File: src/itp_pkg.sv
// Shared types, constants and decode functions for the infix to postfix converter.
`timescale 1ns / 1ps

package itp_pkg;

   localparam int STACK_DEPTH = 16;
   localparam int PTR_W       = (STACK_DEPTH > 1) ? $clog2(STACK_DEPTH) : 1;
   localparam int CNT_W       = $clog2(STACK_DEPTH + 1);

   localparam logic [7:0] CHAR_OPEN   = 8'h28;  // (
   localparam logic [7:0] CHAR_CLOSE  = 8'h29;  // )
   localparam logic [7:0] CHAR_TIMES  = 8'h2A;  // *
   localparam logic [7:0] CHAR_PLUS   = 8'h2B;  // +
   localparam logic [7:0] CHAR_MINUS  = 8'h2D;  // -
   localparam logic [7:0] CHAR_DIVIDE = 8'h2F;  // /
   localparam logic [7:0] CHAR_SPACE  = 8'h20;
   localparam logic [7:0] CHAR_EQUAL  = 8'h3D;

   typedef enum logic [2:0] {
      OP_OPEN   = 3'd0,
      OP_PLUS   = 3'd1,
      OP_MINUS  = 3'd2,
      OP_TIMES  = 3'd3,
      OP_DIVIDE = 3'd4
   } op_code_type;

   typedef enum logic [1:0] {
      KIND_OPERAND,
      KIND_OPEN,
      KIND_CLOSE,
      KIND_OPERATOR
   } char_kind_type;

   typedef enum logic [1:0] {
      ERR_NONE      = 2'd0,
      ERR_OVERFLOW  = 2'd1,
      ERR_UNMATCHED = 2'd2
   } err_type;

   typedef enum logic [3:0] {
      SEQ_IDLE,
      SEQ_DECODE,
      SEQ_CLOSE_POP,
      SEQ_CLOSE_CHAR,
      SEQ_OP_POP,
      SEQ_OP_SPACE,
      SEQ_FLUSH_POP,
      SEQ_FLUSH_CHAR,
      SEQ_END_EQ
   } seq_state_type;

   typedef struct packed {
      logic        push;
      logic        pop;
      op_code_type code;
   } stk_cmd_type;

   typedef struct packed {
      logic        empty;
      logic        full;
      op_code_type top;
   } stk_stat_type;

   function automatic char_kind_type char_kind(input logic [7:0] ch);
      char_kind_type k;
      case (ch)
         CHAR_OPEN:   k = KIND_OPEN;
         CHAR_CLOSE:  k = KIND_CLOSE;
         CHAR_PLUS:   k = KIND_OPERATOR;
         CHAR_MINUS:  k = KIND_OPERATOR;
         CHAR_TIMES:  k = KIND_OPERATOR;
         CHAR_DIVIDE: k = KIND_OPERATOR;
         default:     k = KIND_OPERAND;
      endcase
      return k;
   endfunction

   function automatic op_code_type char_code(input logic [7:0] ch);
      op_code_type c;
      case (ch)
         CHAR_PLUS:   c = OP_PLUS;
         CHAR_MINUS:  c = OP_MINUS;
         CHAR_TIMES:  c = OP_TIMES;
         CHAR_DIVIDE: c = OP_DIVIDE;
         default:     c = OP_OPEN;
      endcase
      return c;
   endfunction

   function automatic logic [7:0] code_char(input op_code_type c);
      logic [7:0] ch;
      case (c)
         OP_PLUS:   ch = CHAR_PLUS;
         OP_MINUS:  ch = CHAR_MINUS;
         OP_TIMES:  ch = CHAR_TIMES;
         OP_DIVIDE: ch = CHAR_DIVIDE;
         default:   ch = CHAR_OPEN;
      endcase
      return ch;
   endfunction

   function automatic logic [1:0] code_prio(input op_code_type c);
      logic [1:0] p;
      case (c)
         OP_PLUS:   p = 2'd2;
         OP_MINUS:  p = 2'd2;
         OP_TIMES:  p = 2'd3;
         OP_DIVIDE: p = 2'd3;
         default:   p = 2'd1;
      endcase
      return p;
   endfunction

endpackage

File: src/infix_to_postfix_converter.sv
// Top level of the shunting-yard infix to postfix converter.
// Operands are emitted and open parentheses pushed when decoded; operators, close parentheses
// and the end item pop and emit stack entries in turn, one stack step per cycle while the
// output is not stalled.
// Output stalls hold the sequencer; no character is taken until the previous one is done.
// Synchronous reset empties the stack and clears the error status; entries are not cleared.
`timescale 1ns / 1ps

module infix_to_postfix_converter (
   input  logic       clock,
   input  logic       reset,
   input  logic       req_tvalid,
   output logic       req_tready,
   input  logic [7:0] req_tdata,   // [7:0] in_char
   input  logic       req_tlast,   // end_of_expr
   output logic       rsp_tvalid,
   input  logic       rsp_tready,
   output logic [7:0] rsp_tdata,   // [7:0] out_char
   output logic       rsp_tlast,   // last_byte
   output logic [1:0] rsp_tuser    // [1:0] status
);

   itp_pkg::stk_cmd_type  stk_cmd;
   itp_pkg::stk_stat_type stk_stat;

   itp_stack u_stack (
      .clock (clock),
      .reset (reset),
      .cmd   (stk_cmd),
      .stat  (stk_stat)
   );

   itp_seq u_seq (
      .clock      (clock),
      .reset      (reset),
      .req_tvalid (req_tvalid),
      .req_tready (req_tready),
      .req_tdata  (req_tdata),
      .req_tlast  (req_tlast),
      .rsp_tvalid (rsp_tvalid),
      .rsp_tready (rsp_tready),
      .rsp_tdata  (rsp_tdata),
      .rsp_tlast  (rsp_tlast),
      .rsp_tuser  (rsp_tuser),
      .stk_cmd    (stk_cmd),
      .stk_stat   (stk_stat)
   );

endmodule

File: src/itp_stack.sv
// Operator stack: register file with a fill count, top entry read at the count minus one.
`timescale 1ns / 1ps

module itp_stack (
   input  logic                 clock,
   input  logic                 reset,
   input  itp_pkg::stk_cmd_type cmd,
   output itp_pkg::stk_stat_type stat
);

   itp_pkg::op_code_type           stack_ff [itp_pkg::STACK_DEPTH];
   logic [itp_pkg::CNT_W-1:0]      count_ff;
   logic [itp_pkg::CNT_W-1:0]      count_in;
   logic [itp_pkg::CNT_W-1:0]      count_dec;
   logic [itp_pkg::PTR_W-1:0]      top_ptr;
   logic [itp_pkg::PTR_W-1:0]      wr_ptr;
   logic                           full;
   logic                           empty;

   assign full      = (count_ff == itp_pkg::CNT_W'(itp_pkg::STACK_DEPTH));
   assign empty     = (count_ff == '0);
   assign count_dec = count_ff - itp_pkg::CNT_W'(1);
   assign top_ptr   = count_dec[itp_pkg::PTR_W-1:0];
   assign wr_ptr    = count_ff[itp_pkg::PTR_W-1:0];

   always_comb begin
      count_in = count_ff;
      if (cmd.push && !full) begin
         count_in = count_ff + itp_pkg::CNT_W'(1);
      end else if (cmd.pop && !empty) begin
         count_in = count_dec;
      end
   end

   always_ff @(posedge clock) begin
      if (reset) begin
         count_ff <= '0;
      end else begin
         count_ff <= count_in;
      end
   end

   // drop a push onto a full stack
   always_ff @(posedge clock) begin
      if (cmd.push && !full) begin
         stack_ff[wr_ptr] <= cmd.code;
      end
   end

   assign stat.empty = empty;
   assign stat.full  = full;
   assign stat.top   = stack_ff[top_ptr];

endmodule

File: src/itp_seq.sv
// Sequencer: decodes each character, drives stack pops and pushes, emits bytes.
`timescale 1ns / 1ps

module itp_seq (
   input  logic                  clock,
   input  logic                  reset,
   input  logic                  req_tvalid,
   output logic                  req_tready,
   input  logic [7:0]            req_tdata,
   input  logic                  req_tlast,
   output logic                  rsp_tvalid,
   input  logic                  rsp_tready,
   output logic [7:0]            rsp_tdata,
   output logic                  rsp_tlast,
   output logic [1:0]            rsp_tuser,
   output itp_pkg::stk_cmd_type  stk_cmd,
   input  itp_pkg::stk_stat_type stk_stat
);

   itp_pkg::seq_state_type state_ff, state_in;
   itp_pkg::err_type       err_ff, err_in;
   itp_pkg::op_code_type   hold_ff, hold_in;
   itp_pkg::char_kind_type kind;
   itp_pkg::op_code_type   in_code;
   logic [7:0]             char_ff;
   logic                   end_ff;
   logic                   rsp_valid_ff;
   logic [7:0]             rsp_char_ff;
   logic                   rsp_last_ff;
   itp_pkg::err_type       rsp_status_ff;
   logic                   can_emit;
   logic                   emit;
   logic [7:0]             emit_char;
   logic                   emit_last;
   logic                   pop_more;

   assign req_tready = (state_ff == itp_pkg::SEQ_IDLE);
   assign can_emit   = !rsp_valid_ff || rsp_tready;
   assign kind       = itp_pkg::char_kind(char_ff);
   assign in_code    = itp_pkg::char_code(char_ff);
   // the shared compare: does the top of the stack bind at least as tight
   assign pop_more   = !stk_stat.empty &&
                       (itp_pkg::code_prio(stk_stat.top) >= itp_pkg::code_prio(in_code));

   always_comb begin
      state_in = state_ff;
      case (state_ff)
         itp_pkg::SEQ_IDLE: begin
            if (req_tvalid) state_in = itp_pkg::SEQ_DECODE;
         end
         itp_pkg::SEQ_DECODE: begin
            if (can_emit) begin
               if (end_ff) begin
                  state_in = itp_pkg::SEQ_FLUSH_POP;
               end else begin
                  case (kind)
                     itp_pkg::KIND_CLOSE:    state_in = itp_pkg::SEQ_CLOSE_POP;
                     itp_pkg::KIND_OPERATOR: state_in = itp_pkg::SEQ_OP_POP;
                     default:                state_in = itp_pkg::SEQ_IDLE;
                  endcase
               end
            end
         end
         itp_pkg::SEQ_CLOSE_POP: begin
            if (can_emit) begin
               if (stk_stat.empty || stk_stat.top == itp_pkg::OP_OPEN) begin
                  state_in = itp_pkg::SEQ_IDLE;
               end else begin
                  state_in = itp_pkg::SEQ_CLOSE_CHAR;
               end
            end
         end
         itp_pkg::SEQ_CLOSE_CHAR: begin
            if (can_emit) state_in = itp_pkg::SEQ_CLOSE_POP;
         end
         itp_pkg::SEQ_OP_POP: begin
            if (can_emit) state_in = pop_more ? itp_pkg::SEQ_OP_SPACE : itp_pkg::SEQ_IDLE;
         end
         itp_pkg::SEQ_OP_SPACE: begin
            if (can_emit) state_in = itp_pkg::SEQ_OP_POP;
         end
         itp_pkg::SEQ_FLUSH_POP: begin
            if (can_emit) begin
               state_in = stk_stat.empty ? itp_pkg::SEQ_END_EQ : itp_pkg::SEQ_FLUSH_CHAR;
            end
         end
         itp_pkg::SEQ_FLUSH_CHAR: begin
            if (can_emit) state_in = itp_pkg::SEQ_FLUSH_POP;
         end
         itp_pkg::SEQ_END_EQ: begin
            if (can_emit) state_in = itp_pkg::SEQ_IDLE;
         end
         default: state_in = itp_pkg::SEQ_IDLE;
      endcase
   end

   always_comb begin
      emit         = 1'b0;
      emit_char    = itp_pkg::CHAR_SPACE;
      emit_last    = 1'b0;
      stk_cmd.push = 1'b0;
      stk_cmd.pop  = 1'b0;
      stk_cmd.code = itp_pkg::OP_OPEN;
      err_in       = err_ff;
      hold_in      = hold_ff;
      if (can_emit) begin
         case (state_ff)
            itp_pkg::SEQ_DECODE: begin
               if (!end_ff) begin
                  case (kind)
                     itp_pkg::KIND_OPERAND: begin
                        emit      = 1'b1;
                        emit_char = char_ff;
                     end
                     itp_pkg::KIND_OPEN: begin
                        stk_cmd.push = 1'b1;
                        stk_cmd.code = itp_pkg::OP_OPEN;
                        if (stk_stat.full && err_ff == itp_pkg::ERR_NONE) begin
                           err_in = itp_pkg::ERR_OVERFLOW;
                        end
                     end
                     itp_pkg::KIND_OPERATOR: begin
                        emit = 1'b1;
                     end
                     default: ;
                  endcase
               end
            end
            itp_pkg::SEQ_CLOSE_POP: begin
               if (stk_stat.empty) begin
                  if (err_ff == itp_pkg::ERR_NONE) err_in = itp_pkg::ERR_UNMATCHED;
               end else begin
                  stk_cmd.pop = 1'b1;
                  hold_in     = stk_stat.top;
                  emit        = (stk_stat.top != itp_pkg::OP_OPEN);
               end
            end
            itp_pkg::SEQ_CLOSE_CHAR, itp_pkg::SEQ_FLUSH_CHAR: begin
               emit      = 1'b1;
               emit_char = itp_pkg::code_char(hold_ff);
            end
            itp_pkg::SEQ_OP_POP: begin
               if (pop_more) begin
                  stk_cmd.pop = 1'b1;
                  emit        = 1'b1;
                  emit_char   = itp_pkg::code_char(stk_stat.top);
               end else begin
                  stk_cmd.push = 1'b1;
                  stk_cmd.code = in_code;
                  if (stk_stat.full && err_ff == itp_pkg::ERR_NONE) begin
                     err_in = itp_pkg::ERR_OVERFLOW;
                  end
               end
            end
            itp_pkg::SEQ_OP_SPACE: begin
               emit = 1'b1;
            end
            itp_pkg::SEQ_FLUSH_POP: begin
               emit = 1'b1;
               if (!stk_stat.empty) begin
                  stk_cmd.pop = 1'b1;
                  hold_in     = stk_stat.top;
               end
            end
            itp_pkg::SEQ_END_EQ: begin
               emit      = 1'b1;
               emit_char = itp_pkg::CHAR_EQUAL;
               emit_last = 1'b1;
               err_in    = itp_pkg::ERR_NONE;
            end
            default: ;
         endcase
      end
   end

   always_ff @(posedge clock) begin
      if (reset) begin
         state_ff     <= itp_pkg::SEQ_IDLE;
         err_ff       <= itp_pkg::ERR_NONE;
         rsp_valid_ff <= 1'b0;
      end else begin
         state_ff <= state_in;
         err_ff   <= err_in;
         if (emit) begin
            rsp_valid_ff <= 1'b1;
         end else if (rsp_tready) begin
            rsp_valid_ff <= 1'b0;
         end
      end
   end

   // status travels with the byte as it stood before this step's update
   always_ff @(posedge clock) begin
      hold_ff <= hold_in;
      if (req_tvalid && req_tready) begin
         char_ff <= req_tdata;
         end_ff  <= req_tlast;
      end
      if (emit) begin
         rsp_char_ff   <= emit_char;
         rsp_last_ff   <= emit_last;
         rsp_status_ff <= err_ff;
      end
   end

   assign rsp_tvalid = rsp_valid_ff;
   assign rsp_tdata  = rsp_char_ff;
   assign rsp_tlast  = rsp_last_ff;
   assign rsp_tuser  = rsp_status_ff;

endmodule

File: config.mk
export PLATFORM = sky130hd
export DESIGN_NAME = infix_to_postfix_converter
export DESIGN_NICKNAME = d
export VERILOG_FILES = /design/src/itp_pkg.sv /design/src/infix_to_postfix_converter.sv /design/src/itp_stack.sv /design/src/itp_seq.sv
export SDC_FILE = /design/constraint.sdc
export NUM_CORES = 1
export LEC_CHECK = 0
export BUFFER_PORTS_ARGS = -buffer_cell sky130_fd_sc_hd__buf_2
export CAP_MARGIN = 20
export CORE_MARGIN = 4
export CORE_UTILIZATION = 60
export DETAILED_ROUTE_END_ITERATION = 8
export HOLD_SLACK_MARGIN = 0.03
export PLACE_DENSITY = 0.77
export SLEW_MARGIN = 25
export SYNTH_ARGS = -nofsm -noshare
export SYNTH_HDL_FRONTEND = slang
export SYNTH_HIERARCHICAL = 1
export SYNTH_SLANG_ARGS = --single-unit
File: constraint.sdc
create_clock -name clock -period 4.8 [get_ports clock]
set_input_delay 0.96 -clock clock [delete_from_list [all_inputs] [get_ports clock]]
set_output_delay 0.96 -clock clock [all_outputs]
set_load 0.05 [all_outputs]
==> impl_results.md <==
- Syn-to-layout area delta: 9.78%
- Combinational share of power: 14.6%
- Psw: 444 uW
- Filler cells: 473
- Layout cell share with drive strength beyond 1: 22.3%
- I/O Buffers: 25
- Final-report hold violation count: 0
- Ports: 26
- Post-route minimum period: 4430 ps
- Cells after Synth: 315
- Die area: 8230 um^2
- WL/cell: 19.4 um
- Critical path's top delay family: compound AO/OA/AOI/OAI gates
- Placed insts: 410
- Post-DP HPWL: 5970 um
- Hold_sp: u_seq/err_ff[1]$_SDFFE_PP0P_
- Synth Register Bits: 83
- HP Class: flip-flop to flip-flop
- Main synth FF type: edfxtp_1
- Inserted Clock Buffers: 9
- Power Dens Cells: 349 nW/um^2
- Status: finished clean
- CP required: 5070 ps
- Cells resized by post-CTS repair: 0
- Initial antenna violation count: 0
- Die span in x: 90.7 um
- Largest cells by area after synthesis: edfxtp_1, mux4_2, dfxtp_1, nor2_1, ha_1
- Slew @ Worst Pin: 857 ps
- Setup Fix Bufs, Post-CTS: 0
- Leak: 0.00158 uW
- Final net count: 367
- Final std cells w/o fill: 426
- Post-synth top area share: 51.9%
- GRT Overall Usage: 21.2%
- VDD IR max: 0.293 mV
- Dpl cell area: 4300 um^2
- Via/cell ratio: 6.46
- Final worst slack: 368 ps
- Crit. End Element: flip-flop
- Crit share post-route: 92.3%
- Post-synth EDFFs: 71
- Clock buffer depth: 2
- GP Congestion: 0.907
- Final ANT Viol Nets: 0
- Int Pwr: 1130 uW
- Drt pass-1 iters: 5
- Synth warn: 6
- Diodes inserted: 0
- Residual DRC: 0
- Sequential share of power: 53.1%
- Clock network fraction of design power: 32.3%
- Core Area: 6490 um^2
- Clk_lat worst skew: 360 ps
- Hold Buf Count CTS: 0
- Crit start category: flip-flop
- Relative slew slack: 42.7%
- CTS tree: done
- Root buffer cell: clkbuf_8
- Vias in the first global route: 2504
- Final Slew Violations: 0
- CP arrival: 4700 ps
- Initial Util: 63.2%
- Pre-CTS setup slack: 433 ps
- Final wirelength: 8270 um
- Crit path buffers/inverters: 1
- Synthesized Nets: 338
- FF-to-FF Start: u_stack/count_ff[1]$_SDFFE_PP0P_
- Remaining global-route overflow: 0
- Via Count: 2752
- Sink Count: 83
- Post-synth top area cell: edfxtp_1
- Row count: 29
- Max stage delay on crit path: 530 ps
- Number of library cell types mapped by synthesis: 60
- Critical path fanouts, max: 8
- Async SR Flop Fraction: 0%
- Sequential fraction of the synthesis area: 57.8%
- Reg clk slew, reported paths: 90 ps
- Worst setup path startpoint: u_stack/count_ff[1]$_SDFFE_PP0P_
- First-pass GRT wire length: 13400 um
- Cell area after layout: 4510 um^2
- Detailed Route Iter0 Violations: 263
- Die height: 90.7 um
- Synth Cell Area: 4110 um^2
- Switching Share: 28.2%
- Setup Viol. Count Final: 0
- Max Freq: 226 MHz
- Crit path cell chain: inv_1 -> ha_1 -> mux4_2 -> nor2b_1 -> a211oi_1 -> a21oi_2 -> xnor2_1 -> nor2_1 -> ha_1 -> nor3b_1 -> nor3_1 -> and2_1 -> a31oi_1 -> nor2_1 -> o41ai_2 -> a2bb2oi_1 -> o32ai_1
- Largest net degree at the start of global routing: 18
- H-tree levels: 3
- Synth Area per Inst: 13.0 um^2
- Total of max-cap violations: 0
- Clock skew: 9.58 ps
- Crit-path slowest cell: o41ai_2
- Crit Path Class: flip-flop to flip-flop
cell families (layout without fill, tap and decap cells):
| kind of cell | count (synthesis) | count (layout) | share of synthesized area [%] |
|---|---|---|---|
| flip-flops | 83 | 83 | 57.8 |
| AND/OR/NAND/NOR | 116 | 116 | 15.8 |
| multiplexers | 24 | 24 | 9.69 |
| XOR/XNOR | 5 | 5 | 1.25 |
| buffers and inverters | 25 | 59 | 3.17 |
| adder cells (fa/ha/maj) | 10 | 10 | 3.05 |
| AO/OA/AOI/OAI | 52 | 52 | 9.26 |
worst paths after layout:
| check | end | slack (ps) | cells past startpoint |
|---|---|---|---|
| setup / recovery | u_stack/count_ff[3]$_SDFFE_PP0P_ | 370 | 17 |
| hold / removal | u_seq/rsp_tuser[1]$_DFFE_PP_ | 480 | 0 |
| setup reg to reg | u_stack/count_ff[3]$_SDFFE_PP0P_ | 370 | 17 |
| hold reg to reg | u_seq/rsp_tuser[1]$_DFFE_PP_ | 480 | 0 |
cells in the mapped netlist (6+ instances only):
master and count:
edfxtp_1 71, nor2_1 41, nand2_1 15, dfxtp_1 12, a21oi_1 11, mux4_2 11
ha_1 10, inv_1 9, mux2i_1 9, nor2b_1 8, and2_1 7, nor3_1 7
nor3b_1 7, o21ai_0 7, clkbuf_1 6
final cells by class:
cell class,count,area (um^2),share of cell area (%)
Sequential cell,83,2370,52.6
Multi-Input combinational cell,207,1620,35.9
Timing Repair Buffer,34,193,4.27
Clock buffer,9,124,2.75
Tap cell,77,96.3,2.14
Clock inverter,7,72.6,1.61
Inverter,9,33.8,0.749
stage by stage:
stage	setup TNS, ps	utilization, %	hold slack, ps	power [uW]
5_1_grt	-15.5	69.4	491	1630
3_5_place_dp	0	66.2	453	1080
4_1_cts	0	69.2	476	1580
3_3_place_gp	0	66.2	448	1070
6_report	0	69.4	478	1580
2_1_floorplan	0	-	431	1030
routing by layer:
layer	GRT usage (%)	share of wire, %	vias to the layer above
li1	-	-	1264
met1	31.8	46	1334
met2	29.5	44	132
met3	5.17	7.4	22
met4	8.67	2.4	0
met5	0	0	-
power groups by stage:
stage,Sequential (uW),Combinational (uW),Clock [uW]
global placement,850,223,0
CTS,835,227,513
floorplan,874,151,0
finish,836,230,509
global route,840,249,546
detailed placement,851,226,0
flip-flops by register name (all words and copies together), names as in the netlist:
name and cells:
u_stack/stack_ff 48, u_seq/rsp_tuser 2, u_seq/rsp_tvalid 1, u_seq/end_ff 1
u_seq/state_ff 4, u_stack/count_ff 5, u_seq/err_ff 2, u_seq/rsp_tlast 1
u_seq/rsp_tdata 8, u_seq/char_ff 8, u_seq/hold_ff 3
placed cells by master (no fill, tap or decap), types with 3 or more instances in the layout:
cell and count:
a211oi_1 4, a21oi_1 9, a31oi_1 4, and2_1 7, and3_1 5, buf_2 25, buf_4 9, clkbuf_8 9
dfxtp_1 12, edfxtp_1 71, ha_1 10, inv_1 9, inv_6 3, mux2i_1 9, mux4_2 11, nand2_1 15
nand2b_1 5, nand3_1 4, nor2_1 39, nor2b_1 8, nor3_1 7, nor3b_1 7, nor4_1 3, nor4b_2 3
o211ai_1 4, o21ai_0 7, xnor2_1 3
(Power assumes the default switching activity.)
